===== src/sv/lpt_pkg.sv =====
`timescale 1ns / 1ps

package lpt_pkg;

  // Timer channels and the width of a channel number
  localparam int NUM_CH = 3;
  localparam int CH_W   = 2;

  // Port numbers
  localparam logic [9:0] PORT_CH0      = 10'h040;
  localparam logic [9:0] PORT_CH2      = 10'h042;
  localparam logic [9:0] PORT_CTRL     = 10'h043;
  localparam logic [9:0] PORT_GATE     = 10'h061;
  localparam logic [9:0] PORT_SYS      = 10'h062;
  localparam logic [9:0] PORT_CMOS_IDX = 10'h070;
  localparam logic [9:0] PORT_CMOS_DAT = 10'h071;

  // Counter access modes (control byte bits 5:4)
  localparam logic [1:0] MODE_LATCH = 2'd0;
  localparam logic [1:0] MODE_LO    = 2'd1;
  localparam logic [1:0] MODE_HI    = 2'd2;
  localparam logic [1:0] MODE_LOHI  = 2'd3;

  // Access direction
  localparam logic ACT_READ  = 1'b0;
  localparam logic ACT_WRITE = 1'b1;

  localparam logic [7:0] BYTE_UNCLAIMED = 8'hFF;
  localparam logic [1:0] GATE_BOTH      = 2'b11;
  localparam logic [CH_W-1:0] SPK_CH    = 2'd2;

  // Reset values of the timer channels
  localparam logic [15:0] RELOAD_INIT [NUM_CH] = '{16'hFFFF, 16'h0012, 16'h0001};
  localparam logic [7:0]  CTRL_INIT   [NUM_CH] = '{8'h36, 8'h74, 8'hB6};

  // CMOS contents after reset; bytes 0x2E/0x2F hold the sum of 0x10..0x2C
  localparam int CMOS_TBL_BYTES = 64;
  localparam logic [7:0] CMOS_INIT [CMOS_TBL_BYTES] = '{
    8'h27, 8'h34, 8'h31, 8'h47, 8'h16, 8'h15, 8'h00, 8'h01,
    8'h04, 8'h94, 8'h26, 8'h02, 8'h50, 8'h80, 8'h00, 8'h00,
    8'h40, 8'hb1, 8'h00, 8'h9c, 8'h01, 8'h80, 8'h02, 8'h00,
    8'h3b, 8'h00, 8'h00, 8'had, 8'h02, 8'h10, 8'h00, 8'h00,
    8'h08, 8'h00, 8'h00, 8'h26, 8'h00, 8'h00, 8'h00, 8'h00,
    8'h00, 8'h00, 8'h00, 8'h00, 8'h00, 8'h3f, 8'h03, 8'h38,
    8'h00, 8'h1c, 8'h19, 8'h81, 8'h00, 8'h0e, 8'h00, 8'h80,
    8'h1b, 8'h7b, 8'h21, 8'h00, 8'h00, 8'h00, 8'h05, 8'h5f
  };

  // One port access
  typedef struct packed {
    logic        action;
    logic [9:0]  port_address;
    logic [7:0]  write_data;
    logic [15:0] live_count;
  } req_t;

  // Timer response to one access
  typedef struct packed {
    logic            claimed;
    logic [7:0]      read_data;
    logic            changed;
    logic [CH_W-1:0] channel;
    logic [15:0]     value;
  } pit_res_t;

  // Reset contents of one CMOS byte; entries beyond the table are zero
  function automatic logic [7:0] cmos_init(input logic [6:0] idx);
    logic [7:0] res;
    res = 8'h00;
    if (idx < 7'(CMOS_TBL_BYTES)) begin
      res = CMOS_INIT[idx[5:0]];
    end
    return res;
  endfunction

endpackage


===== src/sv/lpt_ram.sv =====
`timescale 1ns / 1ps

module lpt_ram #(
  parameter int WIDTH = 8,
  parameter int DEPTH = 64
) (
  input  logic                     clk,
  input  logic                     we,
  input  logic [$clog2(DEPTH)-1:0] waddr,
  input  logic [WIDTH-1:0]         wdata,
  input  logic                     re,
  input  logic [$clog2(DEPTH)-1:0] raddr,
  output logic [WIDTH-1:0]         rdata
);

  logic [WIDTH-1:0] mem_r [DEPTH];
  logic [WIDTH-1:0] rdata_r;

  // One write port, one registered read port that holds when not enabled
  always_ff @(posedge clk) begin
    if (we) begin
      mem_r[waddr] <= wdata;
    end
    if (re) begin
      rdata_r <= mem_r[raddr];
    end
  end

  assign rdata = rdata_r;

endmodule


===== src/sv/lpt_cmos.sv =====
`timescale 1ns / 1ps

module lpt_cmos #(
  parameter int CMOS_BYTES = 64
) (
  input  logic          clk,
  input  logic          rst_n,
  input  logic          fire,
  input  logic          accept,
  input  lpt_pkg::req_t req,
  output logic [6:0]    cmos_idx,
  output logic [7:0]    rd_data
);

  localparam int SLOT_W = $clog2(CMOS_BYTES);
  localparam logic [7:0] LIMIT = 8'(CMOS_BYTES);

  logic [6:0]        idx_r;
  logic [6:0]        idx_nxt;
  logic [CMOS_BYTES-1:0] valid_r;
  logic              wr;
  logic [SLOT_W-1:0] wslot;
  logic [SLOT_W-1:0] rslot;
  logic              fwd_r;
  logic [7:0]        fwd_data_r;
  logic              vld_r;
  logic [7:0]        init_r;
  logic [7:0]        ram_q;

  // Index modulo the store size; the index stays below twice the size
  function automatic logic [SLOT_W-1:0] slot_of(input logic [6:0] idx);
    logic [7:0] wide;
    wide = {1'b0, idx};
    if (wide >= LIMIT) begin
      wide = wide - LIMIT;
    end
    return wide[SLOT_W-1:0];
  endfunction

  // Index register and store write for the access being retired
  always_comb begin
    idx_nxt = idx_r;
    if (fire && req.action == lpt_pkg::ACT_WRITE &&
        req.port_address == lpt_pkg::PORT_CMOS_IDX) begin
      idx_nxt = req.write_data[6:0];
    end
    wr    = fire && req.action == lpt_pkg::ACT_WRITE &&
            req.port_address == lpt_pkg::PORT_CMOS_DAT;
    wslot = slot_of(idx_r);
    rslot = slot_of(idx_nxt);
  end

  always_ff @(posedge clk) begin
    if (!rst_n) begin
      idx_r   <= '0;
      valid_r <= '0;
    end else begin
      idx_r <= idx_nxt;
      if (wr) begin
        valid_r[wslot] <= 1'b1;
      end
    end
  end

  // The read is issued as a request is taken, with the index it will see
  always_ff @(posedge clk) begin
    if (accept) begin
      fwd_r      <= wr && (wslot == rslot);
      fwd_data_r <= req.write_data;
      vld_r      <= valid_r[rslot];
      init_r     <= lpt_pkg::cmos_init(7'(rslot));
    end
  end

  lpt_ram #(
    .WIDTH(8),
    .DEPTH(CMOS_BYTES)
  ) u_ram (
    .clk  (clk),
    .we   (wr),
    .waddr(wslot),
    .wdata(req.write_data),
    .re   (accept),
    .raddr(rslot),
    .rdata(ram_q)
  );

  // A byte never written reads as its reset contents
  assign rd_data  = fwd_r ? fwd_data_r : (vld_r ? ram_q : init_r);
  assign cmos_idx = idx_r;

endmodule


===== src/sv/lpt_pit.sv =====
`timescale 1ns / 1ps

module lpt_pit (
  input  logic               clk,
  input  logic               rst_n,
  input  logic               fire,
  input  lpt_pkg::req_t      req,
  output lpt_pkg::pit_res_t  res,
  output logic [15:0]        reload2
);

  logic [15:0] reload_r  [lpt_pkg::NUM_CH];
  logic [15:0] reload_nxt[lpt_pkg::NUM_CH];
  logic [15:0] latch_r   [lpt_pkg::NUM_CH];
  logic [15:0] latch_nxt [lpt_pkg::NUM_CH];
  logic [15:0] old_r     [lpt_pkg::NUM_CH];
  logic [15:0] old_nxt   [lpt_pkg::NUM_CH];
  logic [7:0]  ctrl_r    [lpt_pkg::NUM_CH];
  logic [7:0]  ctrl_nxt  [lpt_pkg::NUM_CH];
  logic [lpt_pkg::NUM_CH-1:0] latched_r;
  logic [lpt_pkg::NUM_CH-1:0] latched_nxt;
  logic [lpt_pkg::NUM_CH-1:0] toggle_r;
  logic [lpt_pkg::NUM_CH-1:0] toggle_nxt;

  logic                     is_ch;
  logic                     is_ctrl;
  logic                     is_wr;
  logic [lpt_pkg::CH_W-1:0] c;
  logic [lpt_pkg::CH_W-1:0] cc;
  logic [1:0]               cm;
  logic [15:0]              cur_reload;
  logic [15:0]              cur_latch;
  logic [15:0]              cur_old;
  logic [7:0]               cur_ctrl;
  logic                     cur_latched;
  logic                     cur_tog;
  logic [1:0]               mode;
  logic [15:0]              t;
  logic [15:0]              r;
  logic [15:0]              old_v;
  logic                     hi;
  logic                     tog_n;
  logic                     clr_latch;

  // Select the addressed channel and work out the access
  always_comb begin
    is_ch   = req.port_address >= lpt_pkg::PORT_CH0 &&
              req.port_address <= lpt_pkg::PORT_CH2;
    is_ctrl = req.port_address == lpt_pkg::PORT_CTRL;
    is_wr   = req.action == lpt_pkg::ACT_WRITE;
    c       = req.port_address[1:0];
    cc      = req.write_data[7:6];
    cm      = req.write_data[5:4];

    cur_reload  = reload_r[0];
    cur_latch   = latch_r[0];
    cur_old     = old_r[0];
    cur_ctrl    = ctrl_r[0];
    cur_latched = latched_r[0];
    cur_tog     = toggle_r[0];
    for (int i = 1; i < lpt_pkg::NUM_CH; i++) begin
      if (c == lpt_pkg::CH_W'(i)) begin
        cur_reload  = reload_r[i];
        cur_latch   = latch_r[i];
        cur_old     = old_r[i];
        cur_ctrl    = ctrl_r[i];
        cur_latched = latched_r[i];
        cur_tog     = toggle_r[i];
      end
    end

    mode  = cur_ctrl[5:4];
    t     = cur_latched ? cur_latch : req.live_count;
    tog_n = (mode == lpt_pkg::MODE_LOHI) ? !cur_tog : cur_tog;
    hi    = (mode == lpt_pkg::MODE_LOHI) ? cur_tog : 1'b1;

    // Counter read
    res           = '0;
    res.claimed   = is_ch || (is_ctrl && is_wr);
    res.read_data = 8'h00;
    clr_latch     = 1'b0;
    case (mode)
      lpt_pkg::MODE_LATCH: begin
        res.read_data = 8'h00;
      end
      lpt_pkg::MODE_LO: begin
        res.read_data = t[7:0];
        clr_latch     = 1'b1;
      end
      default: begin
        res.read_data = hi ? t[15:8] : t[7:0];
        clr_latch     = hi;
      end
    endcase

    // Counter write
    old_v = (mode != lpt_pkg::MODE_LOHI || !cur_tog) ? cur_reload : cur_old;
    r     = cur_reload;
    case (mode)
      lpt_pkg::MODE_LATCH: r = cur_reload;
      lpt_pkg::MODE_LO:    r = {cur_reload[15:8], req.write_data};
      default: begin
        r = hi ? {req.write_data, cur_reload[7:0]} : {cur_reload[15:8], req.write_data};
      end
    endcase
    if (is_ch && is_wr && (mode != lpt_pkg::MODE_LOHI || !tog_n) && r != old_v) begin
      res.changed = 1'b1;
      res.channel = c;
      res.value   = r;
    end

    // Next state per channel
    for (int i = 0; i < lpt_pkg::NUM_CH; i++) begin
      reload_nxt[i]  = reload_r[i];
      latch_nxt[i]   = latch_r[i];
      old_nxt[i]     = old_r[i];
      ctrl_nxt[i]    = ctrl_r[i];
      latched_nxt[i] = latched_r[i];
      toggle_nxt[i]  = toggle_r[i];
      if (fire && is_ch && c == lpt_pkg::CH_W'(i)) begin
        toggle_nxt[i] = tog_n;
        if (is_wr) begin
          reload_nxt[i] = r;
          old_nxt[i]    = old_v;
        end else if (clr_latch) begin
          latched_nxt[i] = 1'b0;
        end
      end
      if (fire && is_ctrl && is_wr && cc == lpt_pkg::CH_W'(i)) begin
        if (cm == lpt_pkg::MODE_LATCH) begin
          latched_nxt[i] = 1'b1;
          latch_nxt[i]   = req.live_count;
        end else begin
          if (cm == lpt_pkg::MODE_LOHI) begin
            toggle_nxt[i] = 1'b0;
          end
          ctrl_nxt[i] = req.write_data;
        end
      end
    end
  end

  // Channel state registers
  always_ff @(posedge clk) begin
    if (!rst_n) begin
      for (int i = 0; i < lpt_pkg::NUM_CH; i++) begin
        reload_r[i] <= lpt_pkg::RELOAD_INIT[i];
        latch_r[i]  <= '0;
        old_r[i]    <= '0;
        ctrl_r[i]   <= lpt_pkg::CTRL_INIT[i];
      end
      latched_r <= '0;
      toggle_r  <= '0;
    end else begin
      for (int i = 0; i < lpt_pkg::NUM_CH; i++) begin
        reload_r[i] <= reload_nxt[i];
        latch_r[i]  <= latch_nxt[i];
        old_r[i]    <= old_nxt[i];
        ctrl_r[i]   <= ctrl_nxt[i];
      end
      latched_r <= latched_nxt;
      toggle_r  <= toggle_nxt;
    end
  end

  assign reload2 = reload_r[lpt_pkg::SPK_CH];

endmodule


===== src/sv/legacy_pc_timer_cmos_ports.sv =====
`timescale 1ns / 1ps

// Channel   Direction  Ports                          Contents
// request   in         in_tvalid/in_tready/in_tdata   one byte-wide port access
// result    out        out_tvalid/out_tready/out_tdata one response per access
//
// Each request is held in the input register and is retired into the output
// register once that register is free; one request per cycle is sustained
// while the result is not stalled. out_tvalid is set by the output register,
// after the request has passed through the input register; the registered CMOS
// read issued as the request is taken is ready while the request waits there.
// Reset is synchronous and active low; the CMOS store reads its reset
// contents through per-byte valid flags, so no clearing pass is needed.
// A stalled result holds the input register, which in turn drops in_tready.
module legacy_pc_timer_cmos_ports #(
  parameter int CMOS_BYTES = 64
) (
  input  logic        clk,
  input  logic        rst_n,
  input  logic        in_tvalid,
  output logic        in_tready,
  // [0] action, [10:1] port_address, [18:11] write_data, [34:19] live_count
  input  logic [39:0] in_tdata,
  output logic        out_tvalid,
  input  logic        out_tready,
  // [7:0] read_data, [8] claimed, [9] reload_changed, [11:10] reload_channel,
  // [27:12] reload_value, [28] speaker_request, [44:29] speaker_divisor
  output logic [47:0] out_tdata
);

  logic              in_valid_r;
  lpt_pkg::req_t     req_r;
  logic              fire;
  logic              accept;
  lpt_pkg::pit_res_t pit_res;
  logic [15:0]       reload2;
  logic [6:0]        cmos_idx;
  logic [7:0]        cmos_rd;
  logic [7:0]        gate_r;
  logic [7:0]        gate_nxt;

  logic        out_valid_r;
  logic [7:0]  rd_nxt,  rd_r;
  logic        clm_nxt, clm_r;
  logic        chg_nxt, chg_r;
  logic [1:0]  ch_nxt,  ch_r;
  logic [15:0] val_nxt, val_r;
  logic        spk_nxt, spk_r;
  logic [15:0] div_nxt, div_r;

  // Handshake: the input register moves on when the output register is free
  assign fire      = in_valid_r && (!out_valid_r || out_tready);
  assign in_tready = !in_valid_r || fire;
  assign accept    = in_tvalid && in_tready;

  always_ff @(posedge clk) begin
    if (!rst_n) begin
      in_valid_r <= 1'b0;
    end else if (in_tready) begin
      in_valid_r <= in_tvalid;
    end
  end

  always_ff @(posedge clk) begin
    if (accept) begin
      req_r.action       <= in_tdata[0];
      req_r.port_address <= in_tdata[10:1];
      req_r.write_data   <= in_tdata[18:11];
      req_r.live_count   <= in_tdata[34:19];
    end
  end

  lpt_pit u_pit (
    .clk    (clk),
    .rst_n  (rst_n),
    .fire   (fire),
    .req    (req_r),
    .res    (pit_res),
    .reload2(reload2)
  );

  lpt_cmos #(
    .CMOS_BYTES(CMOS_BYTES)
  ) u_cmos (
    .clk     (clk),
    .rst_n   (rst_n),
    .fire    (fire),
    .accept  (accept),
    .req     (req_r),
    .cmos_idx(cmos_idx),
    .rd_data (cmos_rd)
  );

  // Port decode and result assembly
  always_comb begin
    rd_nxt   = (req_r.action == lpt_pkg::ACT_WRITE) ? 8'h00 : lpt_pkg::BYTE_UNCLAIMED;
    clm_nxt  = 1'b0;
    chg_nxt  = 1'b0;
    ch_nxt   = '0;
    val_nxt  = '0;
    spk_nxt  = 1'b0;
    div_nxt  = '0;
    gate_nxt = gate_r;
    case (req_r.port_address) inside
      [lpt_pkg::PORT_CH0:lpt_pkg::PORT_CTRL]: begin
        clm_nxt = pit_res.claimed;
        if (pit_res.claimed && req_r.action == lpt_pkg::ACT_READ) begin
          rd_nxt = pit_res.read_data;
        end
        chg_nxt = pit_res.changed;
        ch_nxt  = pit_res.channel;
        val_nxt = pit_res.value;
        if (pit_res.changed && pit_res.channel == lpt_pkg::SPK_CH &&
            gate_r[1:0] == lpt_pkg::GATE_BOTH) begin
          spk_nxt = 1'b1;
          div_nxt = pit_res.value;
        end
      end
      lpt_pkg::PORT_GATE: begin
        clm_nxt = 1'b1;
        if (req_r.action == lpt_pkg::ACT_READ) begin
          rd_nxt = gate_r;
        end else begin
          if (fire) begin
            gate_nxt = req_r.write_data;
          end
          if (req_r.write_data[1:0] == lpt_pkg::GATE_BOTH && reload2 != 16'h0001) begin
            spk_nxt = 1'b1;
            div_nxt = reload2;
          end
        end
      end
      lpt_pkg::PORT_SYS: begin
        clm_nxt = (req_r.action == lpt_pkg::ACT_READ);
      end
      lpt_pkg::PORT_CMOS_IDX: begin
        clm_nxt = 1'b1;
        if (req_r.action == lpt_pkg::ACT_READ) begin
          rd_nxt = {1'b0, cmos_idx};
        end
      end
      lpt_pkg::PORT_CMOS_DAT: begin
        clm_nxt = 1'b1;
        if (req_r.action == lpt_pkg::ACT_READ) begin
          rd_nxt = cmos_rd;
        end
      end
      default: begin
        clm_nxt = 1'b0;
      end
    endcase
  end

  // Speaker gate register
  always_ff @(posedge clk) begin
    if (!rst_n) begin
      gate_r <= 8'h20;
    end else begin
      gate_r <= gate_nxt;
    end
  end

  // Output register
  always_ff @(posedge clk) begin
    if (!rst_n) begin
      out_valid_r <= 1'b0;
    end else if (fire) begin
      out_valid_r <= 1'b1;
    end else if (out_tready) begin
      out_valid_r <= 1'b0;
    end
  end

  always_ff @(posedge clk) begin
    if (fire) begin
      rd_r  <= rd_nxt;
      clm_r <= clm_nxt;
      chg_r <= chg_nxt;
      ch_r  <= ch_nxt;
      val_r <= val_nxt;
      spk_r <= spk_nxt;
      div_r <= div_nxt;
    end
  end

  assign out_tvalid = out_valid_r;
  assign out_tdata  = {3'b000, div_r, spk_r, val_r, ch_r, chg_r, clm_r, rd_r};

endmodule

===== config.mk =====
export PLATFORM = sky130hd
export DESIGN_NAME = legacy_pc_timer_cmos_ports
export DESIGN_NICKNAME = d
export VERILOG_FILES = /design/src/sv/lpt_pkg.sv /design/src/sv/lpt_ram.sv /design/src/sv/lpt_cmos.sv /design/src/sv/lpt_pit.sv /design/src/sv/legacy_pc_timer_cmos_ports.sv
export SDC_FILE = /design/constraint.sdc
export NUM_CORES = 1
export LEC_CHECK = 0
export ABC_AREA = 1
export BUFFER_PORTS_ARGS = -buffer_cell sky130_fd_sc_hd__buf_2
export CAP_MARGIN = 30
export CORE_UTILIZATION = 63
export DETAILED_ROUTE_END_ITERATION = 10
export PLACE_DENSITY_LB_ADDON = 0.2
export SLEW_MARGIN = 20
export SYNTH_ARGS = -nofsm -noshare
export SYNTH_HDL_FRONTEND = slang
export SYNTH_HIERARCHICAL = 1
export SYNTH_SLANG_ARGS = --single-unit

===== constraint.sdc =====
create_clock -name clk -period 7.9 [get_ports clk]
set_input_delay 2.37 -clock clk [delete_from_list [all_inputs] [get_ports clk]]
set_output_delay 2.37 -clock clk [all_outputs]
set_load 0.02 [all_outputs]

Word level (Yosys, flattened, before mapping)
Memory sizes are Yosys's and may differ from the RTL's. A register that Yosys moved wholly into a read port is not among the register bits.
Cells that the tools add are included.
{"block": "totals", "reg_bits": 177, "ram_bits": 680, "rom_bits": 512, "output_inout_bits": 50, "mem_count": 6}
{"name": "(no name shown)", "depth": 64, "word_bits": 8, "rd": 1, "rd_clocked_by_memory_dff": 1, "wr": 0, "line": "lpt_pkg.sv:71", "rtl": "res = CMOS_INIT[idx[5:0]];"}
{"name": "u_cmos.u_ram.mem_r", "depth": 64, "word_bits": 8, "rd": 1, "rd_clocked_by_memory_dff": 1, "wr": 1, "line": "lpt_ram.sv:16", "rtl": "logic [WIDTH-1:0] mem_r [DEPTH];"}
{"name": "u_pit.latch_r", "depth": 3, "word_bits": 16, "rd": 3, "rd_clocked_by_memory_dff": 0, "wr": 3, "line": "lpt_pit.sv:14", "rtl": "logic [15:0] latch_r [lpt_pkg::NUM_CH];"}
{"name": "u_pit.old_r", "depth": 3, "word_bits": 16, "rd": 3, "rd_clocked_by_memory_dff": 0, "wr": 3, "line": "lpt_pit.sv:16", "rtl": "logic [15:0] old_r [lpt_pkg::NUM_CH];"}
{"name": "u_pit.reload_r", "depth": 3, "word_bits": 16, "rd": 3, "rd_clocked_by_memory_dff": 0, "wr": 3, "line": "lpt_pit.sv:12", "rtl": "logic [15:0] reload_r [lpt_pkg::NUM_CH];"}
{"name": "u_pit.ctrl_r", "depth": 3, "word_bits": 8, "rd": 3, "rd_clocked_by_memory_dff": 0, "wr": 3, "line": "lpt_pit.sv:18", "rtl": "logic [7:0] ctrl_r [lpt_pkg::NUM_CH];"}
{"block": "classes", "n_addsub": 2, "n_lt_le_gt_ge": 8, "n_eq_ne": 19, "muxes": 125, "n_bitwise": 16, "n_reduce_logical": 41}
{"cell": "$mux 16", "n": 41}
{"cell": "$mux 8", "n": 22}
{"cell": "$or 64x64->64", "n": 1}
{"cell": "$mux 1", "n": 51}
{"cell": "$eq 10x7->1 const B", "n": 5}
{"cell": "$pmux 16 s2", "n": 1}
{"cell": "$logic_and 1x1->1", "n": 26}
{"cell": "$mux 6", "n": 4}
{"cell": "$le 10x7->1 const B", "n": 2}
{"cell": "$mux 19", "n": 1}
{"cell": "$ne 16x1->1 const B", "n": 1}
{"cell": "$ne 16x16->1", "n": 1}
{"cell": "$pmux 8 s2", "n": 1}
{"cell": "$eq 2x2->1 const B", "n": 7}
{"cell": "$ge 7x7->1 const B", "n": 2}
{"cell": "$lt 6x7->1 const B", "n": 2}
{"cell": "$or 1x1->1", "n": 12}
{"cell": "$sub 6x1->6 const B", "n": 2}
{"cell": "$ge 10x7->1 const B", "n": 1}
{"cell": "$logic_not 2->1", "n": 4}
{"cell": "$mux 7", "n": 1}
{"cell": "$not 6->7", "n": 1}
{"cell": "$bmux 1 s6", "n": 1}
{"cell": "$demux 1 s6", "n": 1}
{"cell": "10 further kinds", "n": 20}

Depth between registers and ports, before layout
{"block": "depth", "ltp_word": 15, "ltp_mapped": 30, "ltp_nobuf": 25}

Modules after synthesis
The synthesis kept the hierarchy.
{"module": "lpt_ram", "instances": 1, "cells_per_inst": 1805, "area_per_inst_um2": 21419.3, "seq_area_each_um2": 15615.0}
{"module": "lpt_pit", "instances": 1, "cells_per_inst": 1266, "area_per_inst_um2": 8225.4, "seq_area_each_um2": 3123.0}
{"module": "lpt_cmos", "instances": 1, "cells_per_inst": 662, "area_per_inst_um2": 4674.5, "seq_area_each_um2": 1961.9}
{"module": "legacy_pc_timer_cmos_ports", "instances": 1, "cells_per_inst": 394, "area_per_inst_um2": 4001.3, "seq_area_each_um2": 2602.5}

Worst setup path before layout
No wires, ideal clock.
{"block": "synth_path", "path_type": "input -> register", "from": "in out_tready", "to": "mem u_cmos.u_ram.mem_r[48][0], enable pin", "arrival_ps": 5859, "t_required_ps": 7505, "slack_ps": 1646, "cell_stages": 10, "cell_sequence": "inv_1 -> nand2_1 -> nand2_1 -> inv_1 -> nand2_2 -> nor4_1 -> clkbuf_1 -> clkbuf_1 -> nand4_1 -> nor4_1"}
{"block": "synth_between", "elab_chain_len": 6}
{"item": "start: declaration", "line": "legacy_pc_timer_cmos_ports.sv:25", "rtl": "input logic out_tready,"}
{"item": "$logic_or 1x1->1", "line": "legacy_pc_timer_cmos_ports.sv:52", "rtl": "assign fire = in_valid_r && (!out_valid_r || out_tready);"}
{"item": "$logic_and 1x1->1", "line": "legacy_pc_timer_cmos_ports.sv:52"}
{"item": "via fire", "line": "legacy_pc_timer_cmos_ports.sv:33", "rtl": "logic fire;"}
{"item": "$logic_and 1x1->1 (2 in series)", "line": "lpt_cmos.sv:47", "rtl": "wr = fire && req.action == lpt_pkg::ACT_WRITE &&"}
{"item": "via u_cmos.wr", "line": "lpt_cmos.sv:21", "rtl": "logic wr;"}
{"item": "$mux 1", "line": "lpt_ram.sv:21", "rtl": "if (we) begin"}
{"item": "$mux 1 (not written as such)", "line": "lpt_ram.sv:22", "rtl": "mem_r[waddr] <= wdata;"}
{"item": "end: declaration", "line": "lpt_ram.sv:16"}
The timed path passes the listed nets, and every way through them passes these cells.

==> summary.txt <==
Power and ir drop
  – PD cells: 223 nW/um^2
  – Leakage: 0.0164 uW
  – Worst vdd ir: 0.000206 V

Synthesis
  – Post-synthesis sequential area ratio: 0.608
  – Synth warn: 6
  – Synth unique cells: 49
  – Post-Syn Area per Cell: 9.29 um^2
  – Most common library cells after synthesis: nand2_1, nand3_1, edfxtp_1
  – Post-synthesis cell count: 4127
  – Post-Syn Area: 38300 um^2
  – Synth top area cells: edfxtp_1, dfxtp_1, nand2_1
  – Synth async-reset ratio: 0
  – Cell with the most instances after synthesis: nand2_1
  – FF+latch count, synth: 855
  – Post-synth top area share: 0.484
  – EDFF count, synth: 618
  – Main synth FF type: edfxtp_1
  – Yosys top cell by area: edfxtp_1

Layout
  – Area grow syn2layout: 9.06%
  – Net count, final: 4184
  – Post-Layout Cell Count: 4989
  – # diodes: 0
  – Layout cell share with drive strength beyond 1: 0.0856

Route
  – Detailed Routing Iterations Pass 1: 6
  – DRC viols: 0
  – DRT iter0 DRCs: 3388
  – Vias per cell: 5.92
  – Post-DRT Antenna Nets: 0
  – Final WL: 96200 um
  – Routed vias: 29500
  – DR WL/cell: 19.3 um

Global routing
  – Overall routing resource usage: 0.308
  – Global-route wire length before repair: 150000 um
  – Initial antenna violation count: 1
  – Gr ovfl total: 0
  – Vias in the first global route: 27300
  – Largest net degree at the start of global routing: 229

Timing
  – Slew headroom: 0.292
  – RSZ-0062 raised after global routing: false
  – Worst slew pin tran: 1.06 ns
  – Final setup violating endpoints: 0
  – Hold slack: 0.449 ns
  – Worst Slack Setup Final: 1.99 ns
  – Sum Neg Setup Slack: 0 ns
  – Highest Clock Rate: 169 MHz
  – Part of the cycle the worst path needs: 0.748
  – Final hold violations: 0
  – Max Transition Viols Final: 0
  – Minimum clock period: 5.91 ns
  – Skew final: 0.0312 ns

Outcome
  – Status: completed

Critical path
  – Worst-path fanout max: 25
  – Crit-path leading delay family: simple AND/OR/NAND/NOR gates
  – Critical path capture point type: register
  – CP required: 8.39 ns
  – Worst path bufs/invs: 6
  – CP max stage cell: nand2_2
  – CP Class: reg -> reg
  – Top cell by count, worst path: nand2_1
  – Setup crit start kind: register
  – Slowest Stage Delay on Critical Path: 0.48 ns
  – WP data arrival: 6.39 ns

Place
  – IO buf count: 85
  – Inst Count DP: 4822
  – Final RePlAce weighted congestion: 0.906
  – Pre-CTS WS: 1.40 ns
  – Hpwl dp: 55700 um

Clocking
  – CTS tree: yes
  – Post_cts resized: 0
  – Worst-skew pair later-pin latency: 0.64 ns
  – Clock sink total: 855
  – Post-CTS setup buffer count: 0
  – CTS hold repair buffers: 0
  – CTS H-tree depth: 3
  – Clock slew at reported path FFs: 0.06 ns
  – Clk root buf: clkbuf_16
  – CTS Buffer Depth: 3
  – CTS Buf Count: 86

Floorplan
  – Core Area: 60200 um^2
  – DIE AREA: 61800 um^2
  – Ports: 94
  – DIE WIDTH: 249 um
  – Num rows: 90
  – Die span in y: 249 um
  – Initial Utilization: 0.636

Worst hold path
  – HP Class: reg -> reg

Flow run
  – Max-cap viol count: 0
==> routing by layer <==
layer	vias up	share of wire	wire length, um	global-route usage
li1	14000	-	-	-
met1	13900	0.42	40100	0.438
met2	1482	0.46	44100	0.480
met3	202	0.095	9170	0.0504
met4	2	0.030	2840	0.115
met5	-	0.00012	12	0
==> cells in the final DEF, fill, tap and decap left out, types with 7 or more instances in the layout <==
master     netlist  layout
clkbuf_16        0      89
edfxtp_1       618     618
nand4_1         25      25
bufinv_16        0       8
buf_4           42      58
nor4_1          11       9
o211ai_1        50      50
dfxtp_1        237     237
clkinv_1         3      16
nand2_1       1193    1193
buf_2           61      94
o21ai_0        119     119
o221ai_1         7       7
nor2_1         278     276
clkbuf_1        84      22
nand2_2         11      11
a21oi_1        162     161
o21bai_1         7       7
nor3_1          27      27
nor2_4           6       8
inv_2           13      16
nor2_2           9       9
a211oi_1        29      29
nand3_1        712     712
o22ai_1         16      16
clkinv_2         0      12
inv_1          300     296
==> final timing paths <==
kind / from / slack, ns / cells past startpoint / end
worst max register to register: req_r[25] / 1.99 / 26 / div_r[15]
worst min register to register: u_pit/latch_r[0][39] / 0.45 / 2 / u_pit/latch_r[0][39]
worst max-delay path: req_r[25] / 1.99 / 26 / div_r[15]
worst min-delay path: u_pit/latch_r[0][39] / 0.45 / 2 / u_pit/latch_r[0][39]
==> per-stage QoR <==
stage,utilization,cell area (um^2),total power (uW)
3_5_place_dp,0.646,38900,5320
6_report,0.694,41800,9310
5_1_grt,0.694,41800,9560
2_1_floorplan,-,38300,5190
4_1_cts,0.692,41700,9340
3_3_place_gp,0.644,38800,5320
==> state kept, by name, indices dropped and copies added (netlist names), 2 cells and up <==
signal              flops
u_cmos/u_ram/mem_r    512
gate_r                  8
u_pit/latch_r          48
req_r                  35
u_pit/reload_r         48
ch_r                    2
u_cmos/valid_r         64
u_pit/ctrl_r            6
u_pit/latched_r         3
div_r                  16
u_cmos/fwd_data_r       8
u_cmos/init_r           8
u_pit/toggle_r          3
u_cmos/u_ram/rdata      8
val_r                  16
rd_r                    8
u_cmos/cmos_idx         7
u_pit/old_r            48
==> where the power goes <==
part           total (uW)  switching (uW)  leakage (uW)  internal, uW
sequential           4850            16.1       0.00753          4830
clock                4070            1690       0.00137          2380
combinational         394             307       0.00755          86.7
==> cells by family (layout without fill, tap and decap cells) <==
group | after synthesis | in the layout | share of synthesized area
buffers and inverters | 567 | 645 | 0.0712
adders and majority gates | 4 | 4 | 0.00131
AOI/OAI and AO/OA | 410 | 410 | 0.0621
and+or+nand+nor | 2290 | 2290 | 0.257
other | 1 | 3 | 0.0000979
DFF | 855 | 855 | 0.608
==> final cells by class <==
cell class	count	area (um^2)
Clock buffer	117	2390
Clock inverter	42	429
Fill cell	4570	18500
Inverter	320	1220
Multi-Input combinational cell	2707	12300
Sequential cell	855	23300
Tap cell	782	978
Timing Repair Buffer	166	1130
==> worst reg2reg max path, delay by kind of cell, from the launching register on <==
kind	cells	cell delay, ns
fa+ha+maj	1	0.46
buf+inv	6	1.60
flops	1	0.32
simple gates	19	3.40
Note: power is estimated with default switching activity, not from simulation.
